**src/rtl/tak_pkg.sv**
```systemverilog
// ----------------------------------------------------------------------------
// Tilt angle Kalman filter package
// Shared widths, command and state codes, saturation helpers.
// ----------------------------------------------------------------------------
package tak_pkg;

   localparam int DATA_W  = 32;
   localparam int FRAC_W  = 20;
   localparam int DT_W    = 21;
   localparam int NOISE_W = 21;
   localparam int MEAS_W  = 31;
   localparam int DVD_W   = DATA_W + FRAC_W;
   localparam int CNT_W   = 6;
   localparam int CSR_W   = 2;
   localparam int REQ_W   = 88;
   localparam int RSP_W   = 64;

   localparam logic [CSR_W-1:0] CSR_ANGLE_NOISE = 2'd0;
   localparam logic [CSR_W-1:0] CSR_BIAS_NOISE  = 2'd1;
   localparam logic [CSR_W-1:0] CSR_MEAS_NOISE  = 2'd2;

   localparam logic [NOISE_W-1:0] ANGLE_NOISE_RST = 21'd1049;
   localparam logic [NOISE_W-1:0] BIAS_NOISE_RST  = 21'd3146;
   localparam logic [MEAS_W-1:0]  MEAS_NOISE_RST  = 31'd524288;
   localparam logic signed [DATA_W-1:0] ONE_FX    = 32'sd1048576;

   typedef enum logic [4:0] {
      OP_NONE, OP_DIFF_RATE, OP_MUL_RATE_DT, OP_ANGLE_PRED, OP_PAA_Q, OP_PCROSS_SUM,
      OP_MUL_CROSS_DT, OP_P00, OP_MUL_PBB_DT, OP_P01, OP_P10, OP_P11, OP_S,
      OP_DIV0_START, OP_DIV0_WAIT, OP_DIV1_START, OP_DIV1_WAIT, OP_Y,
      OP_MUL_K0_Y, OP_ANGLE_UPD, OP_MUL_K1_Y, OP_BIAS_UPD,
      OP_MUL_K0_P00, OP_PAA_UPD, OP_MUL_K0_P01, OP_PAB_UPD,
      OP_MUL_K1_P00, OP_PBA_UPD, OP_MUL_K1_P01, OP_PBB_UPD, OP_RESULT
   } op_type;

   typedef enum logic [4:0] {
      ST_IDLE, ST_DIFF_RATE, ST_MUL_RATE_DT, ST_ANGLE_PRED, ST_PAA_Q, ST_PCROSS_SUM,
      ST_MUL_CROSS_DT, ST_P00, ST_MUL_PBB_DT, ST_P01, ST_P10, ST_P11, ST_S,
      ST_DIV0_START, ST_DIV0_WAIT, ST_DIV1_START, ST_DIV1_WAIT, ST_Y,
      ST_MUL_K0_Y, ST_ANGLE_UPD, ST_MUL_K1_Y, ST_BIAS_UPD,
      ST_MUL_K0_P00, ST_PAA_UPD, ST_MUL_K0_P01, ST_PAB_UPD,
      ST_MUL_K1_P00, ST_PBA_UPD, ST_MUL_K1_P01, ST_PBB_UPD, ST_RESULT
   } state_type;

   typedef struct packed {
      logic   load;
      op_type op;
   } cmd_type;

   typedef struct packed {
      logic div_done;
      logic s_pos;
      logic out_free;
   } status_type;

   // magnitude to signed, clamped to the signed range
   function automatic logic signed [DATA_W-1:0] sat_mag(input logic [63:0] m, input logic neg);
      logic [63:0] lim;
      logic [63:0] c;
      lim = neg ? (64'd1 << (DATA_W-1)) : ((64'd1 << (DATA_W-1)) - 64'd1);
      c = (m > lim) ? lim : m;
      sat_mag = neg ? DATA_W'(-c) : DATA_W'(c);
   endfunction

   function automatic logic signed [DATA_W-1:0] sat_add(input logic signed [DATA_W-1:0] a,
                                                        input logic signed [DATA_W-1:0] b,
                                                        input logic sub);
      logic signed [DATA_W:0] s;
      s = sub ? ((DATA_W+1)'(a) - (DATA_W+1)'(b)) : ((DATA_W+1)'(a) + (DATA_W+1)'(b));
      if (s[DATA_W] != s[DATA_W-1]) begin
         sat_add = s[DATA_W] ? {1'b1, {(DATA_W-1){1'b0}}} : {1'b0, {(DATA_W-1){1'b1}}};
      end else begin
         sat_add = s[DATA_W-1:0];
      end
   endfunction

endpackage

```
**src/rtl/tak_div.sv**
```systemverilog
// ----------------------------------------------------------------------------
// Tilt angle Kalman filter serial divider
// Restoring divider, one quotient bit per cycle, fixed-point quotient
// truncated toward zero and saturated.
// ----------------------------------------------------------------------------
module tak_div (
   input  logic                                clock,
   input  logic                                reset,
   input  logic                                start,
   input  logic signed [tak_pkg::DATA_W-1:0]   num,
   input  logic signed [tak_pkg::DATA_W-1:0]   den,
   output logic                                done,
   output logic signed [tak_pkg::DATA_W-1:0]   quot
);

   logic                          busy_ff, busy_in;
   logic                          done_ff, done_in;
   logic [tak_pkg::CNT_W-1:0]     cnt_ff, cnt_in;
   logic [tak_pkg::DVD_W-1:0]     dvd_ff, dvd_in;
   logic [tak_pkg::DVD_W-1:0]     q_ff, q_in;
   logic [tak_pkg::DATA_W-2:0]    rem_ff, rem_in;
   logic                          neg_ff, neg_in;
   logic [tak_pkg::DATA_W-1:0]    rem_shift;
   logic [tak_pkg::DATA_W-1:0]    num_mag;
   logic                          qbit;

   always_comb begin
      num_mag   = num[tak_pkg::DATA_W-1] ? tak_pkg::DATA_W'(-num) : tak_pkg::DATA_W'(num);
      rem_shift = {rem_ff, dvd_ff[tak_pkg::DVD_W-1]};
      qbit      = rem_shift >= {1'b0, den[tak_pkg::DATA_W-2:0]};
      busy_in = busy_ff;
      done_in = 1'b0;
      cnt_in  = cnt_ff;
      dvd_in  = dvd_ff;
      q_in    = q_ff;
      rem_in  = rem_ff;
      neg_in  = neg_ff;
      if (start) begin
         busy_in = 1'b1;
         cnt_in  = '0;
         dvd_in  = {num_mag, {tak_pkg::FRAC_W{1'b0}}};
         q_in    = '0;
         rem_in  = '0;
         neg_in  = num[tak_pkg::DATA_W-1];
      end else if (busy_ff) begin
         rem_in = qbit ? (tak_pkg::DATA_W-1)'(rem_shift - {1'b0, den[tak_pkg::DATA_W-2:0]})
                       : rem_shift[tak_pkg::DATA_W-2:0];
         q_in   = {q_ff[tak_pkg::DVD_W-2:0], qbit};
         dvd_in = {dvd_ff[tak_pkg::DVD_W-2:0], 1'b0};
         cnt_in = cnt_ff + 1'b1;
         if (cnt_ff == tak_pkg::CNT_W'(tak_pkg::DVD_W - 1)) begin
            busy_in = 1'b0;
            done_in = 1'b1;
         end
      end
   end

   always_ff @(posedge clock) begin
      if (reset) begin
         busy_ff <= 1'b0;
         done_ff <= 1'b0;
      end else begin
         busy_ff <= busy_in;
         done_ff <= done_in;
      end
      cnt_ff <= cnt_in;
      dvd_ff <= dvd_in;
      q_ff   <= q_in;
      rem_ff <= rem_in;
      neg_ff <= neg_in;
   end

   assign done = done_ff;
   assign quot = tak_pkg::sat_mag({{(64-tak_pkg::DVD_W){1'b0}}, q_ff}, neg_ff);

endmodule

```
**src/rtl/tak_datapath.sv**
```systemverilog
// ----------------------------------------------------------------------------
// Tilt angle Kalman filter datapath
// Filter state, covariance, temporaries, one shared multiplier, one
// saturating adder, the gain divider and the result register.
// ----------------------------------------------------------------------------
module tak_datapath (
   input  logic                                clock,
   input  logic                                reset,
   input  tak_pkg::cmd_type                    cmd,
   output tak_pkg::status_type                 status,
   input  logic                                csr_we,
   input  logic [tak_pkg::CSR_W-1:0]           csr_index,
   input  logic [tak_pkg::MEAS_W-1:0]          csr_wdata,
   input  logic signed [tak_pkg::DATA_W-1:0]   accel_angle,
   input  logic signed [tak_pkg::DATA_W-1:0]   gyro_rate,
   input  logic [tak_pkg::DT_W-1:0]            time_step,
   output logic                                rsp_tvalid,
   input  logic                                rsp_tready,
   output logic signed [tak_pkg::DATA_W-1:0]   angle_estimate,
   output logic signed [tak_pkg::DATA_W-1:0]   bias_estimate
);

   localparam int W = tak_pkg::DATA_W;
   typedef logic signed [W-1:0] word_type;

   logic [tak_pkg::NOISE_W-1:0] qa_ff, qg_ff;
   logic [tak_pkg::MEAS_W-1:0]  r_ff;
   word_type acc_ff, gyro_ff;
   logic [tak_pkg::DT_W-1:0] dt_ff;
   word_type angle_ff, bias_ff, paa_ff, pab_ff, pba_ff, pbb_ff;
   word_type tmp_ff, tmp2_ff, p00_ff, p01_ff, p10_ff, p11_ff, s_ff, k0_ff, k1_ff, y_ff;
   word_type out_angle_ff, out_bias_ff;
   logic     out_valid_ff;
   logic [63:0] prod_ff;
   logic        prod_neg_ff;

   word_type mul_a, mul_b, add_a, add_b, sum, prodv;
   logic     add_sub;
   logic [W-1:0] mag_a, mag_b;
   logic [63:0] rnd;
   logic        div_start, div_done;
   word_type    div_num, div_quot;

   always_comb begin
      mul_a = '0;
      mul_b = '0;
      case (cmd.op)
         tak_pkg::OP_MUL_RATE_DT:  begin mul_a = tmp_ff;  mul_b = W'(dt_ff); end
         tak_pkg::OP_MUL_CROSS_DT: begin mul_a = tmp2_ff; mul_b = W'(dt_ff); end
         // product held over for both cross terms
         tak_pkg::OP_MUL_PBB_DT,
         tak_pkg::OP_P01:          begin mul_a = pbb_ff;  mul_b = W'(dt_ff); end
         tak_pkg::OP_MUL_K0_Y:     begin mul_a = k0_ff;   mul_b = y_ff; end
         tak_pkg::OP_MUL_K1_Y:     begin mul_a = k1_ff;   mul_b = y_ff; end
         tak_pkg::OP_MUL_K0_P00:   begin mul_a = k0_ff;   mul_b = p00_ff; end
         tak_pkg::OP_MUL_K0_P01:   begin mul_a = k0_ff;   mul_b = p01_ff; end
         tak_pkg::OP_MUL_K1_P00:   begin mul_a = k1_ff;   mul_b = p00_ff; end
         tak_pkg::OP_MUL_K1_P01:   begin mul_a = k1_ff;   mul_b = p01_ff; end
         default: ;
      endcase
      mag_a = mul_a[W-1] ? W'(-mul_a) : W'(mul_a);
      mag_b = mul_b[W-1] ? W'(-mul_b) : W'(mul_b);
   end

   // round half away from zero on the magnitude
   always_comb begin
      rnd   = prod_ff + (64'd1 << (tak_pkg::FRAC_W - 1));
      prodv = tak_pkg::sat_mag(rnd >> tak_pkg::FRAC_W, prod_neg_ff);
   end

   always_comb begin
      add_a   = '0;
      add_b   = '0;
      add_sub = 1'b0;
      case (cmd.op)
         tak_pkg::OP_DIFF_RATE:  begin add_a = gyro_ff; add_b = bias_ff; add_sub = 1'b1; end
         tak_pkg::OP_ANGLE_PRED: begin add_a = angle_ff; add_b = prodv; end
         tak_pkg::OP_PAA_Q:      begin add_a = paa_ff; add_b = W'(qa_ff); end
         tak_pkg::OP_PCROSS_SUM: begin add_a = pab_ff; add_b = pba_ff; end
         tak_pkg::OP_P00:        begin add_a = tmp_ff; add_b = prodv; add_sub = 1'b1; end
         tak_pkg::OP_P01:        begin add_a = pab_ff; add_b = prodv; add_sub = 1'b1; end
         tak_pkg::OP_P10:        begin add_a = pba_ff; add_b = prodv; add_sub = 1'b1; end
         tak_pkg::OP_P11:        begin add_a = pbb_ff; add_b = W'(qg_ff); end
         tak_pkg::OP_S:          begin add_a = p00_ff; add_b = W'(r_ff); end
         tak_pkg::OP_Y:          begin add_a = acc_ff; add_b = angle_ff; add_sub = 1'b1; end
         tak_pkg::OP_ANGLE_UPD:  begin add_a = angle_ff; add_b = prodv; end
         tak_pkg::OP_BIAS_UPD:   begin add_a = bias_ff; add_b = prodv; end
         tak_pkg::OP_PAA_UPD:    begin add_a = p00_ff; add_b = prodv; add_sub = 1'b1; end
         tak_pkg::OP_PAB_UPD:    begin add_a = p01_ff; add_b = prodv; add_sub = 1'b1; end
         tak_pkg::OP_PBA_UPD:    begin add_a = p10_ff; add_b = prodv; add_sub = 1'b1; end
         tak_pkg::OP_PBB_UPD:    begin add_a = p11_ff; add_b = prodv; add_sub = 1'b1; end
         default: ;
      endcase
      sum = tak_pkg::sat_add(add_a, add_b, add_sub);
   end

   assign div_start = (cmd.op == tak_pkg::OP_DIV0_START) || (cmd.op == tak_pkg::OP_DIV1_START);
   assign div_num   = (cmd.op == tak_pkg::OP_DIV1_START) ? p10_ff : p00_ff;

   tak_div u_div (
      .clock (clock),
      .reset (reset),
      .start (div_start),
      .num   (div_num),
      .den   (s_ff),
      .done  (div_done),
      .quot  (div_quot)
   );

   always_ff @(posedge clock) begin
      if (reset) begin
         qa_ff        <= tak_pkg::ANGLE_NOISE_RST;
         qg_ff        <= tak_pkg::BIAS_NOISE_RST;
         r_ff         <= tak_pkg::MEAS_NOISE_RST;
         angle_ff     <= '0;
         bias_ff      <= '0;
         paa_ff       <= tak_pkg::ONE_FX;
         pab_ff       <= '0;
         pba_ff       <= '0;
         pbb_ff       <= tak_pkg::ONE_FX;
         out_valid_ff <= 1'b0;
      end else begin
         if (csr_we) begin
            case (csr_index)
               tak_pkg::CSR_ANGLE_NOISE: qa_ff <= csr_wdata[tak_pkg::NOISE_W-1:0];
               tak_pkg::CSR_BIAS_NOISE:  qg_ff <= csr_wdata[tak_pkg::NOISE_W-1:0];
               tak_pkg::CSR_MEAS_NOISE:  r_ff  <= csr_wdata;
               default: ;
            endcase
         end
         case (cmd.op)
            tak_pkg::OP_ANGLE_PRED,
            tak_pkg::OP_ANGLE_UPD: angle_ff <= sum;
            tak_pkg::OP_BIAS_UPD:  bias_ff  <= sum;
            tak_pkg::OP_PAA_UPD:   paa_ff   <= sum;
            tak_pkg::OP_PAB_UPD:   pab_ff   <= sum;
            tak_pkg::OP_PBA_UPD:   pba_ff   <= sum;
            tak_pkg::OP_PBB_UPD:   pbb_ff   <= sum;
            default: ;
         endcase
         if (cmd.op == tak_pkg::OP_RESULT) begin
            out_valid_ff <= 1'b1;
         end else if (rsp_tready) begin
            out_valid_ff <= 1'b0;
         end
      end
   end

   always_ff @(posedge clock) begin
      if (cmd.load) begin
         acc_ff  <= accel_angle;
         gyro_ff <= gyro_rate;
         dt_ff   <= time_step;
      end
      prod_ff     <= 64'(mag_a) * 64'(mag_b);
      prod_neg_ff <= mul_a[W-1] ^ mul_b[W-1];
      case (cmd.op)
         tak_pkg::OP_DIFF_RATE,
         tak_pkg::OP_PAA_Q:      tmp_ff  <= sum;
         tak_pkg::OP_PCROSS_SUM: tmp2_ff <= sum;
         tak_pkg::OP_P00:        p00_ff  <= sum;
         tak_pkg::OP_P01:        p01_ff  <= sum;
         tak_pkg::OP_P10:        p10_ff  <= sum;
         tak_pkg::OP_P11:        p11_ff  <= sum;
         tak_pkg::OP_Y:          y_ff    <= sum;
         tak_pkg::OP_S: begin
            s_ff  <= sum;
            k0_ff <= '0;
            k1_ff <= '0;
         end
         tak_pkg::OP_DIV0_WAIT: if (div_done) k0_ff <= div_quot;
         tak_pkg::OP_DIV1_WAIT: if (div_done) k1_ff <= div_quot;
         tak_pkg::OP_RESULT: begin
            out_angle_ff <= angle_ff;
            out_bias_ff  <= bias_ff;
         end
         default: ;
      endcase
   end

   assign status.div_done = div_done;
   assign status.s_pos    = !s_ff[W-1] && (s_ff != '0);
   assign status.out_free = !out_valid_ff || rsp_tready;

   assign rsp_tvalid     = out_valid_ff;
   assign angle_estimate = out_angle_ff;
   assign bias_estimate  = out_bias_ff;

endmodule

```
**src/rtl/tak_ctrl.sv**
```systemverilog
// ----------------------------------------------------------------------------
// Tilt angle Kalman filter controller
// Steps the datapath through predict, gain and correction for one beat.
// ----------------------------------------------------------------------------
module tak_ctrl (
   input  logic                  clock,
   input  logic                  reset,
   input  logic                  req_tvalid,
   output logic                  req_tready,
   input  tak_pkg::status_type   status,
   output tak_pkg::cmd_type      cmd
);

   tak_pkg::state_type state_ff, state_in;

   always_comb begin
      state_in = state_ff;
      case (state_ff)
         tak_pkg::ST_IDLE:         if (req_tvalid) state_in = tak_pkg::ST_DIFF_RATE;
         tak_pkg::ST_DIFF_RATE:    state_in = tak_pkg::ST_MUL_RATE_DT;
         tak_pkg::ST_MUL_RATE_DT:  state_in = tak_pkg::ST_ANGLE_PRED;
         tak_pkg::ST_ANGLE_PRED:   state_in = tak_pkg::ST_PAA_Q;
         tak_pkg::ST_PAA_Q:        state_in = tak_pkg::ST_PCROSS_SUM;
         tak_pkg::ST_PCROSS_SUM:   state_in = tak_pkg::ST_MUL_CROSS_DT;
         tak_pkg::ST_MUL_CROSS_DT: state_in = tak_pkg::ST_P00;
         tak_pkg::ST_P00:          state_in = tak_pkg::ST_MUL_PBB_DT;
         tak_pkg::ST_MUL_PBB_DT:   state_in = tak_pkg::ST_P01;
         tak_pkg::ST_P01:          state_in = tak_pkg::ST_P10;
         tak_pkg::ST_P10:          state_in = tak_pkg::ST_P11;
         tak_pkg::ST_P11:          state_in = tak_pkg::ST_S;
         tak_pkg::ST_S:            state_in = tak_pkg::ST_DIV0_START;
         tak_pkg::ST_DIV0_START:   state_in = status.s_pos ? tak_pkg::ST_DIV0_WAIT
                                                           : tak_pkg::ST_Y;
         tak_pkg::ST_DIV0_WAIT:    if (status.div_done) state_in = tak_pkg::ST_DIV1_START;
         tak_pkg::ST_DIV1_START:   state_in = tak_pkg::ST_DIV1_WAIT;
         tak_pkg::ST_DIV1_WAIT:    if (status.div_done) state_in = tak_pkg::ST_Y;
         tak_pkg::ST_Y:            state_in = tak_pkg::ST_MUL_K0_Y;
         tak_pkg::ST_MUL_K0_Y:     state_in = tak_pkg::ST_ANGLE_UPD;
         tak_pkg::ST_ANGLE_UPD:    state_in = tak_pkg::ST_MUL_K1_Y;
         tak_pkg::ST_MUL_K1_Y:     state_in = tak_pkg::ST_BIAS_UPD;
         tak_pkg::ST_BIAS_UPD:     state_in = tak_pkg::ST_MUL_K0_P00;
         tak_pkg::ST_MUL_K0_P00:   state_in = tak_pkg::ST_PAA_UPD;
         tak_pkg::ST_PAA_UPD:      state_in = tak_pkg::ST_MUL_K0_P01;
         tak_pkg::ST_MUL_K0_P01:   state_in = tak_pkg::ST_PAB_UPD;
         tak_pkg::ST_PAB_UPD:      state_in = tak_pkg::ST_MUL_K1_P00;
         tak_pkg::ST_MUL_K1_P00:   state_in = tak_pkg::ST_PBA_UPD;
         tak_pkg::ST_PBA_UPD:      state_in = tak_pkg::ST_MUL_K1_P01;
         tak_pkg::ST_MUL_K1_P01:   state_in = tak_pkg::ST_PBB_UPD;
         tak_pkg::ST_PBB_UPD:      state_in = tak_pkg::ST_RESULT;
         tak_pkg::ST_RESULT:       if (status.out_free) state_in = tak_pkg::ST_IDLE;
         default:                  state_in = tak_pkg::ST_IDLE;
      endcase
   end

   always_comb begin
      req_tready = 1'b0;
      cmd.load   = 1'b0;
      cmd.op     = tak_pkg::OP_NONE;
      case (state_ff)
         tak_pkg::ST_IDLE: begin
            req_tready = 1'b1;
            cmd.load   = req_tvalid;
         end
         tak_pkg::ST_DIFF_RATE:    cmd.op = tak_pkg::OP_DIFF_RATE;
         tak_pkg::ST_MUL_RATE_DT:  cmd.op = tak_pkg::OP_MUL_RATE_DT;
         tak_pkg::ST_ANGLE_PRED:   cmd.op = tak_pkg::OP_ANGLE_PRED;
         tak_pkg::ST_PAA_Q:        cmd.op = tak_pkg::OP_PAA_Q;
         tak_pkg::ST_PCROSS_SUM:   cmd.op = tak_pkg::OP_PCROSS_SUM;
         tak_pkg::ST_MUL_CROSS_DT: cmd.op = tak_pkg::OP_MUL_CROSS_DT;
         tak_pkg::ST_P00:          cmd.op = tak_pkg::OP_P00;
         tak_pkg::ST_MUL_PBB_DT:   cmd.op = tak_pkg::OP_MUL_PBB_DT;
         tak_pkg::ST_P01:          cmd.op = tak_pkg::OP_P01;
         tak_pkg::ST_P10:          cmd.op = tak_pkg::OP_P10;
         tak_pkg::ST_P11:          cmd.op = tak_pkg::OP_P11;
         tak_pkg::ST_S:            cmd.op = tak_pkg::OP_S;
         tak_pkg::ST_DIV0_START:   cmd.op = status.s_pos ? tak_pkg::OP_DIV0_START
                                                         : tak_pkg::OP_NONE;
         tak_pkg::ST_DIV0_WAIT:    cmd.op = tak_pkg::OP_DIV0_WAIT;
         tak_pkg::ST_DIV1_START:   cmd.op = tak_pkg::OP_DIV1_START;
         tak_pkg::ST_DIV1_WAIT:    cmd.op = tak_pkg::OP_DIV1_WAIT;
         tak_pkg::ST_Y:            cmd.op = tak_pkg::OP_Y;
         tak_pkg::ST_MUL_K0_Y:     cmd.op = tak_pkg::OP_MUL_K0_Y;
         tak_pkg::ST_ANGLE_UPD:    cmd.op = tak_pkg::OP_ANGLE_UPD;
         tak_pkg::ST_MUL_K1_Y:     cmd.op = tak_pkg::OP_MUL_K1_Y;
         tak_pkg::ST_BIAS_UPD:     cmd.op = tak_pkg::OP_BIAS_UPD;
         tak_pkg::ST_MUL_K0_P00:   cmd.op = tak_pkg::OP_MUL_K0_P00;
         tak_pkg::ST_PAA_UPD:      cmd.op = tak_pkg::OP_PAA_UPD;
         tak_pkg::ST_MUL_K0_P01:   cmd.op = tak_pkg::OP_MUL_K0_P01;
         tak_pkg::ST_PAB_UPD:      cmd.op = tak_pkg::OP_PAB_UPD;
         tak_pkg::ST_MUL_K1_P00:   cmd.op = tak_pkg::OP_MUL_K1_P00;
         tak_pkg::ST_PBA_UPD:      cmd.op = tak_pkg::OP_PBA_UPD;
         tak_pkg::ST_MUL_K1_P01:   cmd.op = tak_pkg::OP_MUL_K1_P01;
         tak_pkg::ST_PBB_UPD:      cmd.op = tak_pkg::OP_PBB_UPD;
         tak_pkg::ST_RESULT:       cmd.op = status.out_free ? tak_pkg::OP_RESULT
                                                            : tak_pkg::OP_NONE;
         default: ;
      endcase
   end

   always_ff @(posedge clock) begin
      if (reset) begin
         state_ff <= tak_pkg::ST_IDLE;
      end else begin
         state_ff <= state_in;
      end
   end

endmodule

```
**src/rtl/tilt_angle_kalman_filter.sv**
```systemverilog
// ----------------------------------------------------------------------------
// Tilt angle Kalman filter
// Two-state angle and gyro bias filter, signed Q12.20, saturating.
// ----------------------------------------------------------------------------
// One request beat gives one response beat. After acceptance the result is
// built in 28 sequencer steps around one shared multiplier and adder, plus
// two waits on the serial gain divider; when the gain denominator is not
// positive the divider and its waits are skipped. The next request is taken
// in the cycle after the result is loaded into the response register, even
// while it waits there.
module tilt_angle_kalman_filter (
   input  logic                          clock,
   input  logic                          reset,
   input  logic                          req_tvalid,
   output logic                          req_tready,
   input  logic [tak_pkg::REQ_W-1:0]     req_tdata,  // accel_angle, gyro_rate, time_step
   output logic                          rsp_tvalid,
   input  logic                          rsp_tready,
   output logic [tak_pkg::RSP_W-1:0]     rsp_tdata,  // angle_estimate, bias_estimate
   input  logic                          csr_we,
   input  logic [tak_pkg::CSR_W-1:0]     csr_index,
   input  logic [tak_pkg::MEAS_W-1:0]    csr_wdata
);

   tak_pkg::cmd_type    cmd;
   tak_pkg::status_type status;
   logic signed [tak_pkg::DATA_W-1:0] angle_estimate, bias_estimate;

   tak_ctrl u_ctrl (
      .clock      (clock),
      .reset      (reset),
      .req_tvalid (req_tvalid),
      .req_tready (req_tready),
      .status     (status),
      .cmd        (cmd)
   );

   tak_datapath u_datapath (
      .clock          (clock),
      .reset          (reset),
      .cmd            (cmd),
      .status         (status),
      .csr_we         (csr_we),
      .csr_index      (csr_index),
      .csr_wdata      (csr_wdata),
      .accel_angle    (req_tdata[31:0]),
      .gyro_rate      (req_tdata[63:32]),
      .time_step      (req_tdata[84:64]),
      .rsp_tvalid     (rsp_tvalid),
      .rsp_tready     (rsp_tready),
      .angle_estimate (angle_estimate),
      .bias_estimate  (bias_estimate)
   );

   assign rsp_tdata = {bias_estimate, angle_estimate};

endmodule
```
**config.mk**
```make
export PLATFORM = sky130hd
export DESIGN_NAME = tilt_angle_kalman_filter
export DESIGN_NICKNAME = d
export VERILOG_FILES = /design/src/rtl/tak_pkg.sv /design/src/rtl/tak_div.sv /design/src/rtl/tak_datapath.sv /design/src/rtl/tak_ctrl.sv /design/src/rtl/tilt_angle_kalman_filter.sv
export SDC_FILE = /design/constraint.sdc
export NUM_CORES = 2
export LEC_CHECK = 0
export BUFFER_PORTS_ARGS = -buffer_cell sky130_fd_sc_hd__buf_2
export CORE_MARGIN = 2
export CORE_UTILIZATION = 55
export CTS_CLUSTER_DIAMETER = 100
export CTS_CLUSTER_SIZE = 40
export DETAILED_ROUTE_END_ITERATION = 7
export MAX_ROUTING_LAYER = met4
export PLACE_DENSITY = 0.72
export SKIP_CTS_REPAIR_TIMING = 1
export SYNTH_ARGS = -nofsm -noshare
export SYNTH_HDL_FRONTEND = slang
export SYNTH_HIERARCHICAL = 1
export SYNTH_SLANG_ARGS = --single-unit
export TNS_END_PERCENT = 20
```
**constraint.sdc**
```tcl
create_clock -name clock -period 11.8 [get_ports clock]
set_input_delay 0.59 -clock clock [delete_from_list [all_inputs] [get_ports clock]]
set_output_delay 0.59 -clock clock [all_outputs]
set_load 0.02 [all_outputs]
```
---- After elaboration in Yosys (flattened, before gate mapping) ----
Cells that the tools add are included.
storage, ports and cells
  output and inout bits ................... 66
  register bits after elaboration ......... 929
  word-level logic and storage cells ...... 194
cells by class
  equality and inequality tests ........... 70
  add/subtract/negate cells ............... 10
  multipliers ............................. 1
  muxes and demuxes ....................... 41
  reduce and logical (&&, ||, !) cells .... 32
  bitwise logic cells ..................... 2
  magnitude comparators ................... 3
operator list
  cell                      number
  $mux W32                  13
  $pmux W32 S13             1
  $pmux W32 S7              1
  $neg A32 Y32              5
  $pmux W32 S5              1
  $pmux W5 S31              1
  $eq A5 B5 Y1 const B      30
  $pmux W5 S30              1
  $pmux W32 S2              2
  $pmux W32 S4              1
  $mux W52                  2
  $eq A5 B4 Y1 const B      16
  $add A64 B20 Y64 const B  1
  $mul A32 B32 Y64          1
  $gt A52 B32 Y1            1
  $gt A44 B32 Y1            1
  $eq A5 B3 Y1 const B      8
  $add A32 B32 Y33          1
  $mux W33                  1
  $sub A32 B32 Y33          1
  $ge A32 B31 Y1            1
  $reduce_bool A32 Y1       1
  $mux W31                  1
  $sub A31 B31 Y31          1
  other kinds (27)          66

---- Logic depth before layout (Yosys ltp) ----
  word-level depth ........................ 11
  depth in mapped cells ................... 55

---- Modules after synthesis ----
The synthesis kept the hierarchy.
by module, submodules not included
  module        sequential area each (um^2)  instances  area an instance (um^2)  cells each
  tak_datapath  20,329.5                     1          68,857.3                 6,971
  tak_div       2,812.7                      1          8,660.8                  1,018
  tak_ctrl      100.1                        1          470.5                    60

---- Worst setup path before layout ----
No wires, ideal clock.
  path type ............................... register to register
  from .................................... reg u_datapath.s_ff[1]
  to ...................................... reg u_datapath.prod_ff[63]
  data arrival time ....................... 12,138 ps
  clock period less this slack ............ 12,259 ps
  path slack .............................. -459 ps
  path buffers ............................ 3
  cell stages (with the launch flop) ...... 52
  path through ............................ edfxtp_1 nor4_1 nand4_1 nor2_1 nor2_1 nor3_1 a21oi_1 o22ai_1 a21boi_1 buf_2 nor4b_2 or2_2 buf_2 a221o_1 nor4_2 or4b_1 nor2_1 nand3_1 [16 not listed] fa_1 fa_1 fa_1 inv_1 fa_1 inv_1 ha_1 nand4_1 nor2_1 nand4_1 o21ai_1 a21oi_1 and2_1 o41a_1 a211oi_1 o32a_1 a21oi_1 xnor2_1
RTL lines
  item                    line                 text
  from (decl)             tak_datapath.sv:31   word_type tmp_ff, tmp2_ff, p00_ff, p01_ff, p10_ff, p11_ff, s_ff, k0_ff, k1_ff, y_ff;
  from (signal assigned)  tak_datapath.sv:167  s_ff <= sum;
  to (signal assigned)    tak_datapath.sv:155  prod_ff <= 64'(mag_a) * 64'(mag_b);
  to (decl)               tak_datapath.sv:34   logic [63:0] prod_ff;

==> reports/results.ini <==
[run_status]
outcome=finished with violations
violations=design-rule violations, negative setup slack

[detailed_routing]
drtIter0Drc=9317
viasPerCell=6.25
ant_nets=0
first_pass_iters=8
post_drt_wl_per_cell_um=27.9
post-route-drc-count=2
via_count=67800
routed_wl_um=303000

[final_layout]
fill_cells=11500
top_register=u_datapath/u_div/q_ff
nNetsFinal=10300
drive_gt1_share_pct=20.2
fin_util_pct=65.3
stdcell_area_sq_um=92100
syn_to_final_growth_pct=18.1
reg.largest.list=u_datapath/u_div/q_ff x52, u_datapath/prod_ff x45
largest_reg_flops=52
seqCellArea_sq_um=23200
multiInputGateArea_sq_um=51100

[yosys]
syn_area_sq_um=78000
synth_area_leader_cell=fa_1
syn_area_per_cell_sq_um=9.69
ys.flop_type=edfxtp_1
yosysTopAreaCellShare_pct=23.0
yosysWarnings=6
syn_inst=8049
synth_cell_types=120
synthTopCellsByArea=fa_1 23%, edfxtp_1 19%, dfxtp_1 10%, ha_1 6.3%, inv_1 4.8%
ys_async_sr_fraction_pct=0
yosysSeqAreaShare_pct=29.8
synth-seq-cells=910
synth_edf_count=502
syn_nets=9467

[global_routing]
antenna_found_initial=22
grt_pass1_vias=66700
grt_max_degree=150
grt_pass1_wl_um=436000
overflow=0
track_usage_pct=42.2

[placement]
gp_congestion=1.05
post-place-ws_ns=-1.08
place_area_sq_um=88600
port_buffers=188
dp_hpwl_um=243000

[setup_path]
cp.arrival_ns=12.92
critPathSlowestCell=or4b_4
critPathMaxFanout=8
worstReg2RegEnd=u_datapath/prod_ff[59]
rr_worst_depth=51
cp-end-kind=register
worst-r2r-setup-slack_ns=-0.54
setup.worst_path.start=u_datapath/s_ff[27]
crit_type=register to register
cpMostUsedCell=fa_1
required_ns=12.38
timing.rr.start=u_datapath/s_ff[27]
slowest_delay_ns=0.58
crit_path_start_kind=register
crit_end=u_datapath/prod_ff[59]

[floorplan]
rows=138
core_sq_um=141000
die-area_sq_um=145000
num_io_pins=192
dieHeight_um=381
die_x_um=381
start_util_pct=55.3

[timing]
fmax_ghz=0.0810
grt_setup_unrepaired=true
worst_slack_ns=-0.540
fin_skew_ns=0.0815
finalMaxSlewViolations=0
setup_viol=29
tightest_slew_ns=1.45
period_share_pct=105
fin_crit_ns=12.34
hold_viol=0
slew_headroom_pct=3.63
holdWs_ns=0.0499

[cts]
cts_tree=done
clock-root-buffer=clkbuf_16
cts_buffers=35
path_clk_slew_ns=0.15
h-tree-depth=2
cts_buffer_depth=3
clk_latency_ns=0.71
cts.sinks=910

[flow_run]
maxCapViolCount=0

[power]
power_density_nw_per_um2=128
ir_drop_uv=254
finalPower_w=0.0118
leakage_nw=40.2

[min_path]
hold_class=input port to register

[critical path, delay by kind of cell, from the launching register on]
kind / cells / cell delay [ns]
and+or+nand+nor: 16 / 3.46
AOI/OAI and AO/OA: 11 / 2.08
buffers and inverters: 12 / 1.33
xor gates and xnor gates: 3 / 0.53
adders and majority gates: 9 / 4.36
DFF: 1 / 0.44
[metrics by stage]
stage,setup TNS [ns],std cells
floorplan,0,8049
global placement,-17.13,10700
detailed placement,-21.32,10700
CTS,-24.56,10800
global route,-21.43,10800
finish,-8.62,10800
[layout by cell type, fill, tap and decap left out, types with 36 or more instances in the layout]
cell type,instances
a211oi_1,44
a21o_1,68
a21oi_1,271
a221oi_1,66
a222oi_1,51
a22o_1,37
a22oi_1,190
a311oi_1,46
a32o_1,115
and2_1,92
buf_12,86
buf_2,188
buf_4,952
buf_6,44
clkbuf_16,39
dfxtp_1,406
edfxtp_1,502
fa_1,866
ha_1,371
inv_1,968
mux2_2,36
mux2i_1,85
nand2_1,808
nand2b_1,60
nand3_1,144
nand4_1,77
nor2_1,912
nor3_1,75
o21ai_0,137
o21ai_1,37
or2_2,39
xnor2_1,107
xnor2_2,40
xor2_1,146
[synthesized netlist by cell type, types with 16 or more instances]
library cell	instances
a21o_1	68
a221o_1	33
fa_1	897
nor4_1	39
a32o_1	116
a221oi_1	66
and2_1	98
edfxtp_1	502
clkbuf_1	351
or2_2	41
nor2b_1	32
nand2b_1	61
a22oi_1	193
a21oi_1	301
and3_1	24
inv_1	996
nand2_1	821
mux2i_1	86
nand4_1	77
o32ai_1	16
a211oi_1	47
mux2_2	36
dfxtp_1	408
o211ai_1	16
nor2_1	951
o31ai_1	32
ha_1	395
a311oi_1	47
o21ai_0	153
o21ai_1	28
nor3_1	81
nand3b_1	30
or3_1	28
a222oi_1	51
nand3_1	149
a31oi_1	36
xor2_1	171
buf_1	34
a22o_1	37
o21a_1	25
xnor2_1	153
buf_2	44
[cell families (layout without fill, tap and decap cells)]
logic type / count (synthesis) / after routing / synth area share, %
adders and majority gates: 1292 / 1292 / 29.4
other: 0 / 15 / 0
buffers and inverters: 1451 / 2339 / 7.25
DFF: 910 / 910 / 29.8
AOI/OAI and AO/OA: 1393 / 1393 / 13.1
and+or+nand+nor: 2555 / 2555 / 15.2
muxes: 124 / 124 / 1.66
xor gates and xnor gates: 324 / 324 / 3.64
[area by class of cell]
type                    count  area share (%)
multi-input cells        5688            55.4
flip-flops and latches    910            25.2
repair buffers           1276            11.3
inverters                 999            4.07
well taps                1890            2.57
clock buffers              45           0.992
clock inverters            19           0.304
diodes                     15          0.0408
[where the power goes]
group	internal, W	switching, W	total [W]
clock	0.000604	0.00110	0.00170
combinational	0.00211	0.00380	0.00591
sequential	0.00402	0.000162	0.00418
total	0.00673	0.00506	0.0118
[layer usage]
layer,global-route usage (%),wire length (um)
met1,53.4,112000
met4,22.1,19600
met5,-,0
met2,61.6,133000
met3,11.8,38100
[how the worst min path moves through the flow]
stage                                   endpoint  cells past startpoint                  start
final                      u_datapath/acc_ff[31]                      1          req_tdata[31]
after global routing      u_datapath/gyro_ff[13]                      1          req_tdata[45]
after CTS                  u_datapath/acc_ff[31]                      1          req_tdata[31]
after detailed placement    u_datapath/qa_ff[11]                      2   u_datapath/qa_ff[11]
after global placement      u_datapath/qa_ff[11]                      2   u_datapath/qa_ff[11]
after floorplan            u_datapath/paa_ff[31]                      2  u_datapath/paa_ff[31]
Power figures use the tool's default switching activity.
